`src/hdl/sexpr_token_lexer_unit_defines.svh`:
```
// Assertion macros for the S-expression token lexer.
// Included by the top level; depends on nothing else.
`ifndef SEXPR_TOKEN_LEXER_UNIT_DEFINES_SVH
`define SEXPR_TOKEN_LEXER_UNIT_DEFINES_SVH

// Same-cycle implication, disabled during reset.
`define SXL_ASSERT_NOW(label, clk, rst_n, ante, cons) \
    label: assert property (@(posedge clk) disable iff (!rst_n) (ante) |-> (cons)) \
        else $error("sexpr token lexer check failed");

// Next-cycle implication, disabled during reset.
`define SXL_ASSERT_NEXT(label, clk, rst_n, ante, cons) \
    label: assert property (@(posedge clk) disable iff (!rst_n) (ante) |=> (cons)) \
        else $error("sexpr token lexer check failed");

`endif

```
`src/hdl/sxl_pkg.sv`:
```
// Shared types and constants of the S-expression token lexer.
// Used by the front end, the job queue, the back end and the top level.
package sxl_pkg;

    localparam int QDEPTH = 4;
    localparam int QPTR_W = $clog2(QDEPTH);
    localparam int QCNT_W = $clog2(QDEPTH + 1);

    localparam logic [30:0] INT_CAP = 31'h7FFF_FFFF;

    localparam logic [7:0] CH_LPAREN    = 8'h28;
    localparam logic [7:0] CH_RPAREN    = 8'h29;
    localparam logic [7:0] CH_DOT       = 8'h2E;
    localparam logic [7:0] CH_HASH      = 8'h23;
    localparam logic [7:0] CH_QUOTE     = 8'h22;
    localparam logic [7:0] CH_BACKSLASH = 8'h5C;
    localparam logic [7:0] CH_SPACE     = 8'h20;
    localparam logic [7:0] CH_ZERO      = 8'h30;
    localparam logic [7:0] CH_NINE      = 8'h39;
    localparam logic [7:0] CH_TAB       = 8'h09;
    localparam logic [7:0] CH_CR        = 8'h0D;

    localparam logic [2:0] K_IDENT = 3'd0;
    localparam logic [2:0] K_INT   = 3'd1;
    localparam logic [2:0] K_DBL   = 3'd2;
    localparam logic [2:0] K_STR   = 3'd3;
    localparam logic [2:0] K_CHR   = 3'd4;
    localparam logic [2:0] K_LPAR  = 3'd5;
    localparam logic [2:0] K_RPAR  = 3'd6;

    localparam logic [1:0] E_NONE    = 2'd0;
    localparam logic [1:0] E_BADHASH = 2'd1;
    localparam logic [1:0] E_UNTERM  = 2'd2;

    typedef enum logic [2:0] {
        M_IDLE,
        M_IDENT,
        M_INT,
        M_DBL,
        M_STR,
        M_HASH,
        M_CHR
    } mode_t;

    typedef struct packed {
        logic        text_valid;
        logic [7:0]  text_byte;
        logic        token_done;
        logic [2:0]  token_kind;
        logic [30:0] integer_value;
        logic [1:0]  error_code;
        logic        has_paren;
        logic [2:0]  paren_kind;
    } job_t;

    typedef struct packed {
        logic full;
        logic empty;
    } q_status_t;

    typedef struct packed {
        logic paren_pending;
    } back_status_t;

endpackage

```
`src/hdl/sxl_front.sv`:
```
// Front end: accepts input bytes, runs the lexer mode and integer accumulator,
// and pushes one job per input that causes results. Depends on sxl_pkg.
module sxl_front
(
    input  logic              clk,
    input  logic              rst_n,
    input  logic              in_valid,
    output logic              in_stall,
    input  logic [7:0]        next_byte,
    input  logic              end_of_stream,
    input  sxl_pkg::q_status_t q_status,
    output logic              push,
    output sxl_pkg::job_t     push_job
);

    sxl_pkg::mode_t mode_reg;
    sxl_pkg::mode_t mode_next;
    logic [30:0]    acc_reg;
    logic [30:0]    acc_next;

    logic        accept;
    logic        is_ws;
    logic        is_digit;
    logic        paren;
    logic [2:0]  pkind;
    logic [3:0]  digit;
    logic [34:0] acc_x10;
    logic [34:0] acc_sum;
    logic [30:0] acc_sat;

    assign in_stall = q_status.full;
    assign accept   = in_valid && !q_status.full;

    assign is_ws    = (next_byte == sxl_pkg::CH_SPACE) ||
                      ((next_byte >= sxl_pkg::CH_TAB) && (next_byte <= sxl_pkg::CH_CR));
    assign is_digit = (next_byte >= sxl_pkg::CH_ZERO) && (next_byte <= sxl_pkg::CH_NINE);
    assign paren    = (next_byte == sxl_pkg::CH_LPAREN) || (next_byte == sxl_pkg::CH_RPAREN);
    assign pkind    = (next_byte == sxl_pkg::CH_LPAREN) ? sxl_pkg::K_LPAR : sxl_pkg::K_RPAR;
    assign digit    = 4'(next_byte - sxl_pkg::CH_ZERO);

    assign acc_x10 = {1'b0, acc_reg, 3'b000} + {3'b000, acc_reg, 1'b0};
    assign acc_sum = acc_x10 + {31'd0, digit};
    assign acc_sat = (acc_sum > {4'd0, sxl_pkg::INT_CAP}) ? sxl_pkg::INT_CAP : acc_sum[30:0];

    always_ff @(posedge clk or negedge rst_n)
    begin
        if (!rst_n)
        begin
            mode_reg <= sxl_pkg::M_IDLE;
            acc_reg  <= '0;
        end
        else
        begin
            mode_reg <= mode_next;
            acc_reg  <= acc_next;
        end
    end

    always_comb
    begin
        mode_next = mode_reg;
        acc_next  = acc_reg;
        push      = 1'b0;
        push_job  = '0;
        if (accept)
        begin
            if (end_of_stream)
            begin
                case (mode_reg)
                    sxl_pkg::M_IDENT, sxl_pkg::M_INT, sxl_pkg::M_DBL:
                    begin
                        push                = 1'b1;
                        push_job.token_done = 1'b1;
                        if (mode_reg == sxl_pkg::M_INT)
                        begin
                            push_job.token_kind    = sxl_pkg::K_INT;
                            push_job.integer_value = acc_reg;
                        end
                        else if (mode_reg == sxl_pkg::M_DBL)
                        begin
                            push_job.token_kind = sxl_pkg::K_DBL;
                        end
                        else
                        begin
                            push_job.token_kind = sxl_pkg::K_IDENT;
                        end
                    end
                    sxl_pkg::M_STR, sxl_pkg::M_HASH, sxl_pkg::M_CHR:
                    begin
                        push                = 1'b1;
                        push_job.error_code = sxl_pkg::E_UNTERM;
                    end
                    default:
                    begin
                    end
                endcase
                mode_next = sxl_pkg::M_IDLE;
                acc_next  = '0;
            end
            else
            begin
                case (mode_reg)
                    sxl_pkg::M_IDLE:
                    begin
                        if (paren)
                        begin
                            push                = 1'b1;
                            push_job.token_done = 1'b1;
                            push_job.token_kind = pkind;
                        end
                        else if (is_ws)
                        begin
                        end
                        else if (is_digit)
                        begin
                            push                = 1'b1;
                            push_job.text_valid = 1'b1;
                            push_job.text_byte  = next_byte;
                            acc_next            = {27'd0, digit};
                            mode_next           = sxl_pkg::M_INT;
                        end
                        else if (next_byte == sxl_pkg::CH_QUOTE)
                        begin
                            mode_next = sxl_pkg::M_STR;
                        end
                        else if (next_byte == sxl_pkg::CH_HASH)
                        begin
                            mode_next = sxl_pkg::M_HASH;
                        end
                        else
                        begin
                            push                = 1'b1;
                            push_job.text_valid = 1'b1;
                            push_job.text_byte  = next_byte;
                            mode_next           = sxl_pkg::M_IDENT;
                        end
                    end
                    sxl_pkg::M_IDENT, sxl_pkg::M_INT, sxl_pkg::M_DBL:
                    begin
                        push = 1'b1;
                        if (is_ws || paren)
                        begin
                            push_job.token_done = 1'b1;
                            if (mode_reg == sxl_pkg::M_INT)
                            begin
                                push_job.token_kind    = sxl_pkg::K_INT;
                                push_job.integer_value = acc_reg;
                            end
                            else if (mode_reg == sxl_pkg::M_DBL)
                            begin
                                push_job.token_kind = sxl_pkg::K_DBL;
                            end
                            else
                            begin
                                push_job.token_kind = sxl_pkg::K_IDENT;
                            end
                            push_job.has_paren  = paren;
                            push_job.paren_kind = pkind;
                            mode_next           = sxl_pkg::M_IDLE;
                            acc_next            = '0;
                        end
                        else
                        begin
                            push_job.text_valid = 1'b1;
                            push_job.text_byte  = next_byte;
                            if ((mode_reg == sxl_pkg::M_INT) && is_digit)
                            begin
                                acc_next = acc_sat;
                            end
                            else if ((mode_reg == sxl_pkg::M_INT) &&
                                     (next_byte == sxl_pkg::CH_DOT))
                            begin
                                mode_next = sxl_pkg::M_DBL;
                                acc_next  = '0;
                            end
                            else if ((mode_reg == sxl_pkg::M_DBL) && is_digit)
                            begin
                            end
                            else
                            begin
                                mode_next = sxl_pkg::M_IDENT;
                                acc_next  = '0;
                            end
                        end
                    end
                    sxl_pkg::M_STR:
                    begin
                        push = 1'b1;
                        if (next_byte == sxl_pkg::CH_QUOTE)
                        begin
                            push_job.token_done = 1'b1;
                            push_job.token_kind = sxl_pkg::K_STR;
                            mode_next           = sxl_pkg::M_IDLE;
                        end
                        else
                        begin
                            push_job.text_valid = 1'b1;
                            push_job.text_byte  = next_byte;
                        end
                    end
                    sxl_pkg::M_HASH:
                    begin
                        if (next_byte == sxl_pkg::CH_BACKSLASH)
                        begin
                            mode_next = sxl_pkg::M_CHR;
                        end
                        else
                        begin
                            push                = 1'b1;
                            push_job.error_code = sxl_pkg::E_BADHASH;
                            mode_next           = sxl_pkg::M_IDLE;
                        end
                    end
                    sxl_pkg::M_CHR:
                    begin
                        push                = 1'b1;
                        push_job.text_valid = 1'b1;
                        push_job.text_byte  = next_byte;
                        push_job.token_done = 1'b1;
                        push_job.token_kind = sxl_pkg::K_CHR;
                        mode_next           = sxl_pkg::M_IDLE;
                    end
                    default:
                    begin
                        mode_next = sxl_pkg::M_IDLE;
                        acc_next  = '0;
                    end
                endcase
            end
        end
    end

endmodule

```
`src/hdl/sxl_queue.sv`:
```
// Short job queue between the lexer front end and the result back end.
// Depends on sxl_pkg for the job type and depth.
module sxl_queue
(
    input  logic               clk,
    input  logic               rst_n,
    input  logic               push,
    input  sxl_pkg::job_t      push_job,
    input  logic               pop,
    output sxl_pkg::job_t      head_job,
    output sxl_pkg::q_status_t status
);

    sxl_pkg::job_t                 entry_reg [sxl_pkg::QDEPTH];
    logic [sxl_pkg::QPTR_W-1:0]    wr_ptr_reg;
    logic [sxl_pkg::QPTR_W-1:0]    rd_ptr_reg;
    logic [sxl_pkg::QCNT_W-1:0]    count_reg;
    logic [sxl_pkg::QCNT_W-1:0]    count_next;

    assign head_job     = entry_reg[rd_ptr_reg];
    assign status.full  = (count_reg == sxl_pkg::QCNT_W'(sxl_pkg::QDEPTH));
    assign status.empty = (count_reg == '0);

    always_comb
    begin
        case ({push, pop})
            2'b10:   count_next = count_reg + 1'b1;
            2'b01:   count_next = count_reg - 1'b1;
            default: count_next = count_reg;
        endcase
    end

    always_ff @(posedge clk)
    begin
        if (push)
        begin
            entry_reg[wr_ptr_reg] <= push_job;
        end
    end

    always_ff @(posedge clk or negedge rst_n)
    begin
        if (!rst_n)
        begin
            wr_ptr_reg <= '0;
            rd_ptr_reg <= '0;
            count_reg  <= '0;
        end
        else
        begin
            if (push)
            begin
                wr_ptr_reg <= wr_ptr_reg + 1'b1;
            end
            if (pop)
            begin
                rd_ptr_reg <= rd_ptr_reg + 1'b1;
            end
            count_reg <= count_next;
        end
    end

endmodule

```
`src/hdl/sxl_back.sv`:
```
// Back end: takes jobs from the queue and delivers their one or two results
// through an output register. Depends on sxl_pkg.
module sxl_back
(
    input  logic                  clk,
    input  logic                  rst_n,
    input  sxl_pkg::job_t         head_job,
    input  sxl_pkg::q_status_t    q_status,
    output logic                  pop,
    output logic                  out_valid,
    input  logic                  out_stall,
    output logic                  text_valid,
    output logic [7:0]            text_byte,
    output logic                  token_done,
    output logic [2:0]            token_kind,
    output logic [30:0]           integer_value,
    output logic [1:0]            error_code,
    output logic                  last_of_run,
    output sxl_pkg::back_status_t status
);

    logic        valid_reg;
    logic        valid_next;
    logic        pend_reg;
    logic        pend_next;
    logic [2:0]  pkind_reg;
    logic [2:0]  pkind_next;
    logic        load;

    logic        tv_reg;
    logic        tv_next;
    logic [7:0]  tb_reg;
    logic [7:0]  tb_next;
    logic        done_reg;
    logic        done_next;
    logic [2:0]  kind_reg;
    logic [2:0]  kind_next;
    logic [30:0] ival_reg;
    logic [30:0] ival_next;
    logic [1:0]  err_reg;
    logic [1:0]  err_next;
    logic        last_reg;
    logic        last_next;

    assign load = !valid_reg || !out_stall;

    always_comb
    begin
        pop        = 1'b0;
        valid_next = valid_reg;
        pend_next  = pend_reg;
        pkind_next = pkind_reg;
        tv_next    = tv_reg;
        tb_next    = tb_reg;
        done_next  = done_reg;
        kind_next  = kind_reg;
        ival_next  = ival_reg;
        err_next   = err_reg;
        last_next  = last_reg;
        if (load)
        begin
            if (pend_reg)
            begin
                valid_next = 1'b1;
                pend_next  = 1'b0;
                tv_next    = 1'b0;
                tb_next    = '0;
                done_next  = 1'b1;
                kind_next  = pkind_reg;
                ival_next  = '0;
                err_next   = sxl_pkg::E_NONE;
                last_next  = 1'b1;
            end
            else if (!q_status.empty)
            begin
                pop        = 1'b1;
                valid_next = 1'b1;
                pend_next  = head_job.has_paren;
                pkind_next = head_job.paren_kind;
                tv_next    = head_job.text_valid;
                tb_next    = head_job.text_byte;
                done_next  = head_job.token_done;
                kind_next  = head_job.token_kind;
                ival_next  = head_job.integer_value;
                err_next   = head_job.error_code;
                last_next  = !head_job.has_paren;
            end
            else
            begin
                valid_next = 1'b0;
            end
        end
    end

    always_ff @(posedge clk or negedge rst_n)
    begin
        if (!rst_n)
        begin
            valid_reg <= 1'b0;
            pend_reg  <= 1'b0;
        end
        else
        begin
            valid_reg <= valid_next;
            pend_reg  <= pend_next;
        end
    end

    always_ff @(posedge clk)
    begin
        pkind_reg <= pkind_next;
        tv_reg    <= tv_next;
        tb_reg    <= tb_next;
        done_reg  <= done_next;
        kind_reg  <= kind_next;
        ival_reg  <= ival_next;
        err_reg   <= err_next;
        last_reg  <= last_next;
    end

    assign out_valid            = valid_reg;
    assign text_valid           = tv_reg;
    assign text_byte            = tb_reg;
    assign token_done           = done_reg;
    assign token_kind           = kind_reg;
    assign integer_value        = ival_reg;
    assign error_code           = err_reg;
    assign last_of_run          = last_reg;
    assign status.paren_pending = pend_reg;

endmodule

```
`src/hdl/sexpr_token_lexer_unit.sv`:
```
// Top level of the S-expression token lexer: front end, job queue, back end.
// Depends on sxl_pkg, sxl_front, sxl_queue, sxl_back and the defines header.
//
// Channel  | Handshake           | Payload
// ---------+---------------------+--------------------------------------------
// input    | in_valid, in_stall  | next_byte, end_of_stream
// output   | out_valid, out_stall| text_valid, text_byte, token_done,
//          |                     | token_kind, integer_value, error_code,
//          |                     | last_of_run
//
// One input byte is accepted every cycle while the four-entry job queue has room.
// The first result of an input passes through the job queue and then the output register.
// A paren that ends a pending token leaves the back end as a second result after the token.
// Reset is asynchronous, active low, and returns the lexer to idle with an empty queue.
// in_stall rises only when the job queue is full; out_stall holds the output register.
`include "sexpr_token_lexer_unit_defines.svh"

module sexpr_token_lexer_unit
(
    input  logic        clk,
    input  logic        rst_n,
    input  logic        in_valid,
    output logic        in_stall,
    input  logic [7:0]  next_byte,
    input  logic        end_of_stream,
    output logic        out_valid,
    input  logic        out_stall,
    output logic        text_valid,
    output logic [7:0]  text_byte,
    output logic        token_done,
    output logic [2:0]  token_kind,
    output logic [30:0] integer_value,
    output logic [1:0]  error_code,
    output logic        last_of_run
);

    logic                  push;
    sxl_pkg::job_t         push_job;
    logic                  pop;
    sxl_pkg::job_t         head_job;
    sxl_pkg::q_status_t    q_status;
    sxl_pkg::back_status_t back_status;

    sxl_front u_front
    (
        .clk           (clk),
        .rst_n         (rst_n),
        .in_valid      (in_valid),
        .in_stall      (in_stall),
        .next_byte     (next_byte),
        .end_of_stream (end_of_stream),
        .q_status      (q_status),
        .push          (push),
        .push_job      (push_job)
    );

    sxl_queue u_queue
    (
        .clk      (clk),
        .rst_n    (rst_n),
        .push     (push),
        .push_job (push_job),
        .pop      (pop),
        .head_job (head_job),
        .status   (q_status)
    );

    sxl_back u_back
    (
        .clk           (clk),
        .rst_n         (rst_n),
        .head_job      (head_job),
        .q_status      (q_status),
        .pop           (pop),
        .out_valid     (out_valid),
        .out_stall     (out_stall),
        .text_valid    (text_valid),
        .text_byte     (text_byte),
        .token_done    (token_done),
        .token_kind    (token_kind),
        .integer_value (integer_value),
        .error_code    (error_code),
        .last_of_run   (last_of_run),
        .status        (back_status)
    );

    `SXL_ASSERT_NOW(a_pend_first, clk, rst_n, back_status.paren_pending,
        out_valid && !last_of_run)
    `SXL_ASSERT_NEXT(a_pend_paren, clk, rst_n, back_status.paren_pending && !out_stall,
        out_valid && token_done && last_of_run &&
        ((token_kind == sxl_pkg::K_LPAR) || (token_kind == sxl_pkg::K_RPAR)))
    `SXL_ASSERT_NOW(a_err_alone, clk, rst_n, out_valid && (error_code != sxl_pkg::E_NONE),
        !token_done && !text_valid && last_of_run)
    `SXL_ASSERT_NOW(a_q_sane, clk, rst_n, q_status.full, !q_status.empty && !push)

endmodule

```
`config.mk`:
```
export PLATFORM = sky130hd
export DESIGN_NAME = sexpr_token_lexer_unit
export DESIGN_NICKNAME = d
export VERILOG_FILES = /design/src/hdl/sxl_pkg.sv /design/src/hdl/sxl_front.sv /design/src/hdl/sxl_queue.sv /design/src/hdl/sxl_back.sv /design/src/hdl/sexpr_token_lexer_unit.sv
export VERILOG_INCLUDE_DIRS = /design/src /design/src/hdl
export SDC_FILE = /design/constraint.sdc
export NUM_CORES = 1
export LEC_CHECK = 0
export BUFFER_PORTS_ARGS = -buffer_cell sky130_fd_sc_hd__clkbuf_2
export CAP_MARGIN = 20
export CORE_MARGIN = 2
export CORE_UTILIZATION = 48
export DETAILED_ROUTE_END_ITERATION = 7
export PLACE_DENSITY = 0.64
export SLEW_MARGIN = 20
export SYNTH_ARGS = -nofsm -noshare
export SYNTH_HDL_FRONTEND = slang
export SYNTH_SLANG_ARGS = --single-unit
```
`constraint.sdc`:
```
create_clock -name clk -period 3.25 [get_ports clk]
set_clock_uncertainty 0.05 [all_clocks]
set_input_delay 0.325 -clock clk [delete_from_list [all_inputs] [get_ports clk]]
set_output_delay 0.325 -clock clk [all_outputs]
set_load 0.01 [all_outputs]
```
==> parameters.txt <==
Parameter                              Value

Layout
  Sequential cell area in the final layout ... 8590 sq um
  Area used by multi-input combinational logic ... ~5500 sq um
  Final std cells w/o fill ... 1537
  Synth-to-layout area growth ... 19.0%
  Number of flip-flops in the largest register ... 200
  Share of post-route cells with drive strength above 1 ... 0.297
  Antenna Cells ... 0
  Filler cell count ... 2235
  Nets ... 1216

Worst setup path
  Classification of the worst setup path ... reg2reg
  Critical R2R Launch ... u_front.acc_reg[0]$_DFFE_PN0P_
  Critical path's top delay family ... compound AO/OA/AOI/OAI gates
  Worst setup SP type ... register
  CP peak stage delay ... 0.55 ns
  Slowest cell on the critical path ... sky130_fd_sc_hd__fa_1
  Critical path, cell by cell ... inv_2 -> fa_1 -> inv_1 -> ha_1 -> a21oi_2 -> a21oi_4 -> o2111ai_4 -> a31oi_4 -> or2_4 -> a221oi_4 -> a211oi_4 -> buf_6 -> buf_4 -> a31oi_1
  Data required time at the worst endpoint ... 3.65 ns
  Kind of capture point of the worst setup path ... register
  Crit Path Max Fanout ... 5
  Worst setup path startpoint ... u_front.acc_reg[0]$_DFFE_PN0P_
  WP data arrival ... 3.56 ns
  Crit path buf inv count ... 4

STA
  Final period utilization ... 0.972
  Clock period minus final worst setup slack ... 3.16 ns
  Worst slack on hold paths ... 0.0373 ns
  RSZ-0062 raised after global routing ... true
  Worst path setup slack after routing ... roughly 0.091 ns
  Final Hold Vio Count ... 0
  Final Setup Violations ... 0
  Count of final max-slew check failures ... 0
  Slew Limit Headroom ... 0.447
  Highest clock frequency the design can meet ... 317 MHz
  Slew at the pin closest to its max-slew limit ... about 0.83 ns

Die
  Area of the die ... 30700 sq um
  Count of pins on the block boundary ... 62
  Floorplan die height ... between 150 and 200 um
  Die X-Extent ... between 150 and 200 um
  Area of the core ... 28800 sq um
  Effective utilization at floorplan ... 0.488
  Standard-cell row count ... 62

Synthesis
  Number of enable-type register cells in the synthesized netlist ... 250
  Proportion of netlist area held by the largest area contributor ... 0.534
  Number of standard cells after synthesis ... just under 1000
  Mean area per synthesized cell ... 14.2 sq um
  Largest cells by area after synthesis ... sky130_fd_sc_hd__edfxtp_1 (53%), sky130_fd_sc_hd__mux4_2 (8.0%), sky130_fd_sc_hd__dfrtp_1 (7.7%)
  Net Count, Synth ... 1072
  Cell area after technology mapping ... 14000 sq um
  Number of distinct library cells after synthesis ... 74
  Share of synthesized flip-flops with an asynchronous set or reset ... 0.147
  Most used DFF post-synth ... sky130_fd_sc_hd__edfxtp_1
  Part of the Yosys area used for sequential elements ... 0.611
  Cell type contributing the most total cell area after synthesis ... sky130_fd_sc_hd__edfxtp_1
  Top-count cell post-synth ... sky130_fd_sc_hd__edfxtp_1
  Number of warnings issued by yosys ... 0
  Ranking of synthesized cells by instance count ... sky130_fd_sc_hd__edfxtp_1 (250), sky130_fd_sc_hd__ha_1 (69), sky130_fd_sc_hd__o21ai_0 (55), sky130_fd_sc_hd__mux4_2 (50), sky130_fd_sc_hd__and2_1 (46)
  Flip-flop and latch count after synthesis ... 293

Placement
  Cells after DPL ... 1470
  Routability congestion estimate ... 0.899
  Post-place setup slack ... -0.182 ns
  HPWL after detailed placement ... 20.0 mm
  Number of port buffers ... 61

Detailed routing
  Total wire length ... ~30 mm
  Post-route met1 wirelength ... about 14 mm
  Vias per inst ... 5.68
  Highest Signal Layer ... met4
  Met3 wire len ... 1.24 mm
  Post-DRT Antenna Nets ... 0
  Number of vias after detailed routing ... 8729
  DRC violation count after routing ... 0
  Detailed-routing iteration count for the pre-antenna-repair pass ... 5
  Routed wire length per instance ... between 15 and 20 um
  Met2 wire len ... about 15 mm
  Initial DRC count ... 605

Global routing
  Pin count of the biggest net entering global routing ... 50
  Total Routing Usage GR ... 0.199
  Via count of the first global-routing pass ... about 8900
  Wire length of the first global-routing pass ... 48.3 mm
  Total gr overflow ... 0
  Antenna violations before repair ... 0

Clock network
  Root Driver ... sky130_fd_sc_hd__clkbuf_16
  Worst-case clock buffer depth ... 3
  TritonCTS clock tree ... built
  Worst-Skew Late Latency ... 0.53 ns
  Number of clock buffers inserted by TritonCTS ... 29
  Number of sinks driven by the clock tree ... 293
  Htree depth ... 1
  Worst-path clk slew ... 0.07 ns

Power
  Leakage Power ... roughly 6.3 nW
  VDD IR max ... between 0.0004 and 0.0005 V
  Power Dens Cells ... approximately 1100 nW/um^2

Outcome
  Status ... finished clean

Hold path
  Min-delay worst type ... in2reg
  Start point of the worst min-delay path ... out_stall

Flow run
  Max Cap Violations ... 0
cell usage in the layout, fill, tap and decap left out, types with 15 or more instances in the layout:
cell type,instances
sky130_fd_sc_hd__nor2_1,33
sky130_fd_sc_hd__mux4_2,50
sky130_fd_sc_hd__xor2_1,16
sky130_fd_sc_hd__and2_1,42
sky130_fd_sc_hd__dfrtp_1,36
sky130_fd_sc_hd__a21oi_1,31
sky130_fd_sc_hd__nor2b_1,44
sky130_fd_sc_hd__clkbuf_16,29
sky130_fd_sc_hd__nand2_1,39
sky130_fd_sc_hd__edfxtp_1,250
sky130_fd_sc_hd__xnor2_1,15
sky130_fd_sc_hd__nor3_1,18
sky130_fd_sc_hd__a31oi_1,26
sky130_fd_sc_hd__inv_1,25
sky130_fd_sc_hd__clkbuf_2,61
sky130_fd_sc_hd__nand3_1,19
sky130_fd_sc_hd__o21ai_0,53
sky130_fd_sc_hd__buf_4,91
sky130_fd_sc_hd__ha_1,56
stage by stage:
stage / utilization / setup TNS, ns / area, sq um / total power (W)
final: 0.581 / 0 / 16700 / 0.0178
after global routing: 0.581 / -0.631 / 16700 / 0.0190
after CTS: 0.568 / 0 / 16300 / 0.0172
after detailed placement: 0.534 / -4.38 / 15400 / 0.0138
after global placement: 0.534 / -3.22 / 15400 / 0.0138
after floorplan: - / 0 / 14100 / 0.0110
worst register-to-register path, cell delays in order, from the launching register on:
cell and delay [ns]:
sky130_fd_sc_hd__dfrtp_1 0.36, sky130_fd_sc_hd__inv_2 0.05, sky130_fd_sc_hd__fa_1 0.55, sky130_fd_sc_hd__inv_1 0.06
sky130_fd_sc_hd__ha_1 0.21, sky130_fd_sc_hd__a21oi_2 0.20, sky130_fd_sc_hd__a21oi_4 0.10, sky130_fd_sc_hd__o2111ai_4 0.25
sky130_fd_sc_hd__a31oi_4 0.12, sky130_fd_sc_hd__or2_4 0.27, sky130_fd_sc_hd__a221oi_4 0.32, sky130_fd_sc_hd__a211oi_4 0.07
sky130_fd_sc_hd__buf_6 0.15, sky130_fd_sc_hd__buf_4 0.16, sky130_fd_sc_hd__a31oi_1 0.14
timing repair:
action,CTS,global route
gates resized for setup,11,58
cloned,3,0
endpoints found under the hold margin,26,0
setup buffers,2,8
setup endpoints to repair,24,31
pin swaps,7,23
hold buffers,1,0
worst paths after layout:
kind,endpoint,slack (ns),cells past startpoint
setup / recovery,u_front.acc_reg[5]$_DFFE_PN0P_,0.09,14
hold / removal,u_back.out_valid$_DFFE_PN0P_,0.04,3
setup reg to reg,u_front.acc_reg[5]$_DFFE_PN0P_,0.09,14
hold reg to reg,u_queue.count_reg[2]$_DFFE_PN0P_,0.47,1
max in group asynchronous,u_front.acc_reg[3]$_DFFE_PN0P_,1.96,3
min in group asynchronous,u_front.acc_reg[27]$_DFFE_PN0P_,0.40,2
logic make-up (layout without fill, tap and decap cells):
kind of cell               after synthesis  in the layout  share of synthesized area
DFF                                    293            293                      0.611
AOI/OAI and AO/OA                      204            204                     0.0976
buffers and inverters                   79            245                     0.0243
xor gates and xnor gates                31             31                     0.0193
and+or+nand+nor                        252            252                     0.0974
adders and majority gates               72             72                     0.0657
muxes                                   56             56                     0.0847
routing by layer:
| layer | global-route usage | up-vias |
|---|---|---|
| met5 | 0 | - |
| met4 | 0.0483 | 0 |
| met3 | 0.0200 | 41 |
| met2 | 0.331 | 200 |
| met1 | 0.286 | 4371 |
| li1 | - | 4117 |
final cells by class:
cell class,instances,share of cell area
flip-flops and latches,293,0.514
multi-input cells,615,0.328
repair buffers,164,0.0705
clock buffers,37,0.0458
well taps,384,0.0287
clock inverters,16,0.00711
inverters,28,0.00628
where the power goes:
| part | total [W] | switching, W | internal, W |
|---|---|---|---|
| Sequential | 0.00569 | 0.000598 | 0.00509 |
| Clock | 0.00312 | 0.00137 | 0.00175 |
| Combinational | 0.00902 | 0.00494 | 0.00409 |
| Total | 0.0178 | 0.00690 | 0.0109 |
Note: power is estimated with default switching activity, not from simulation.
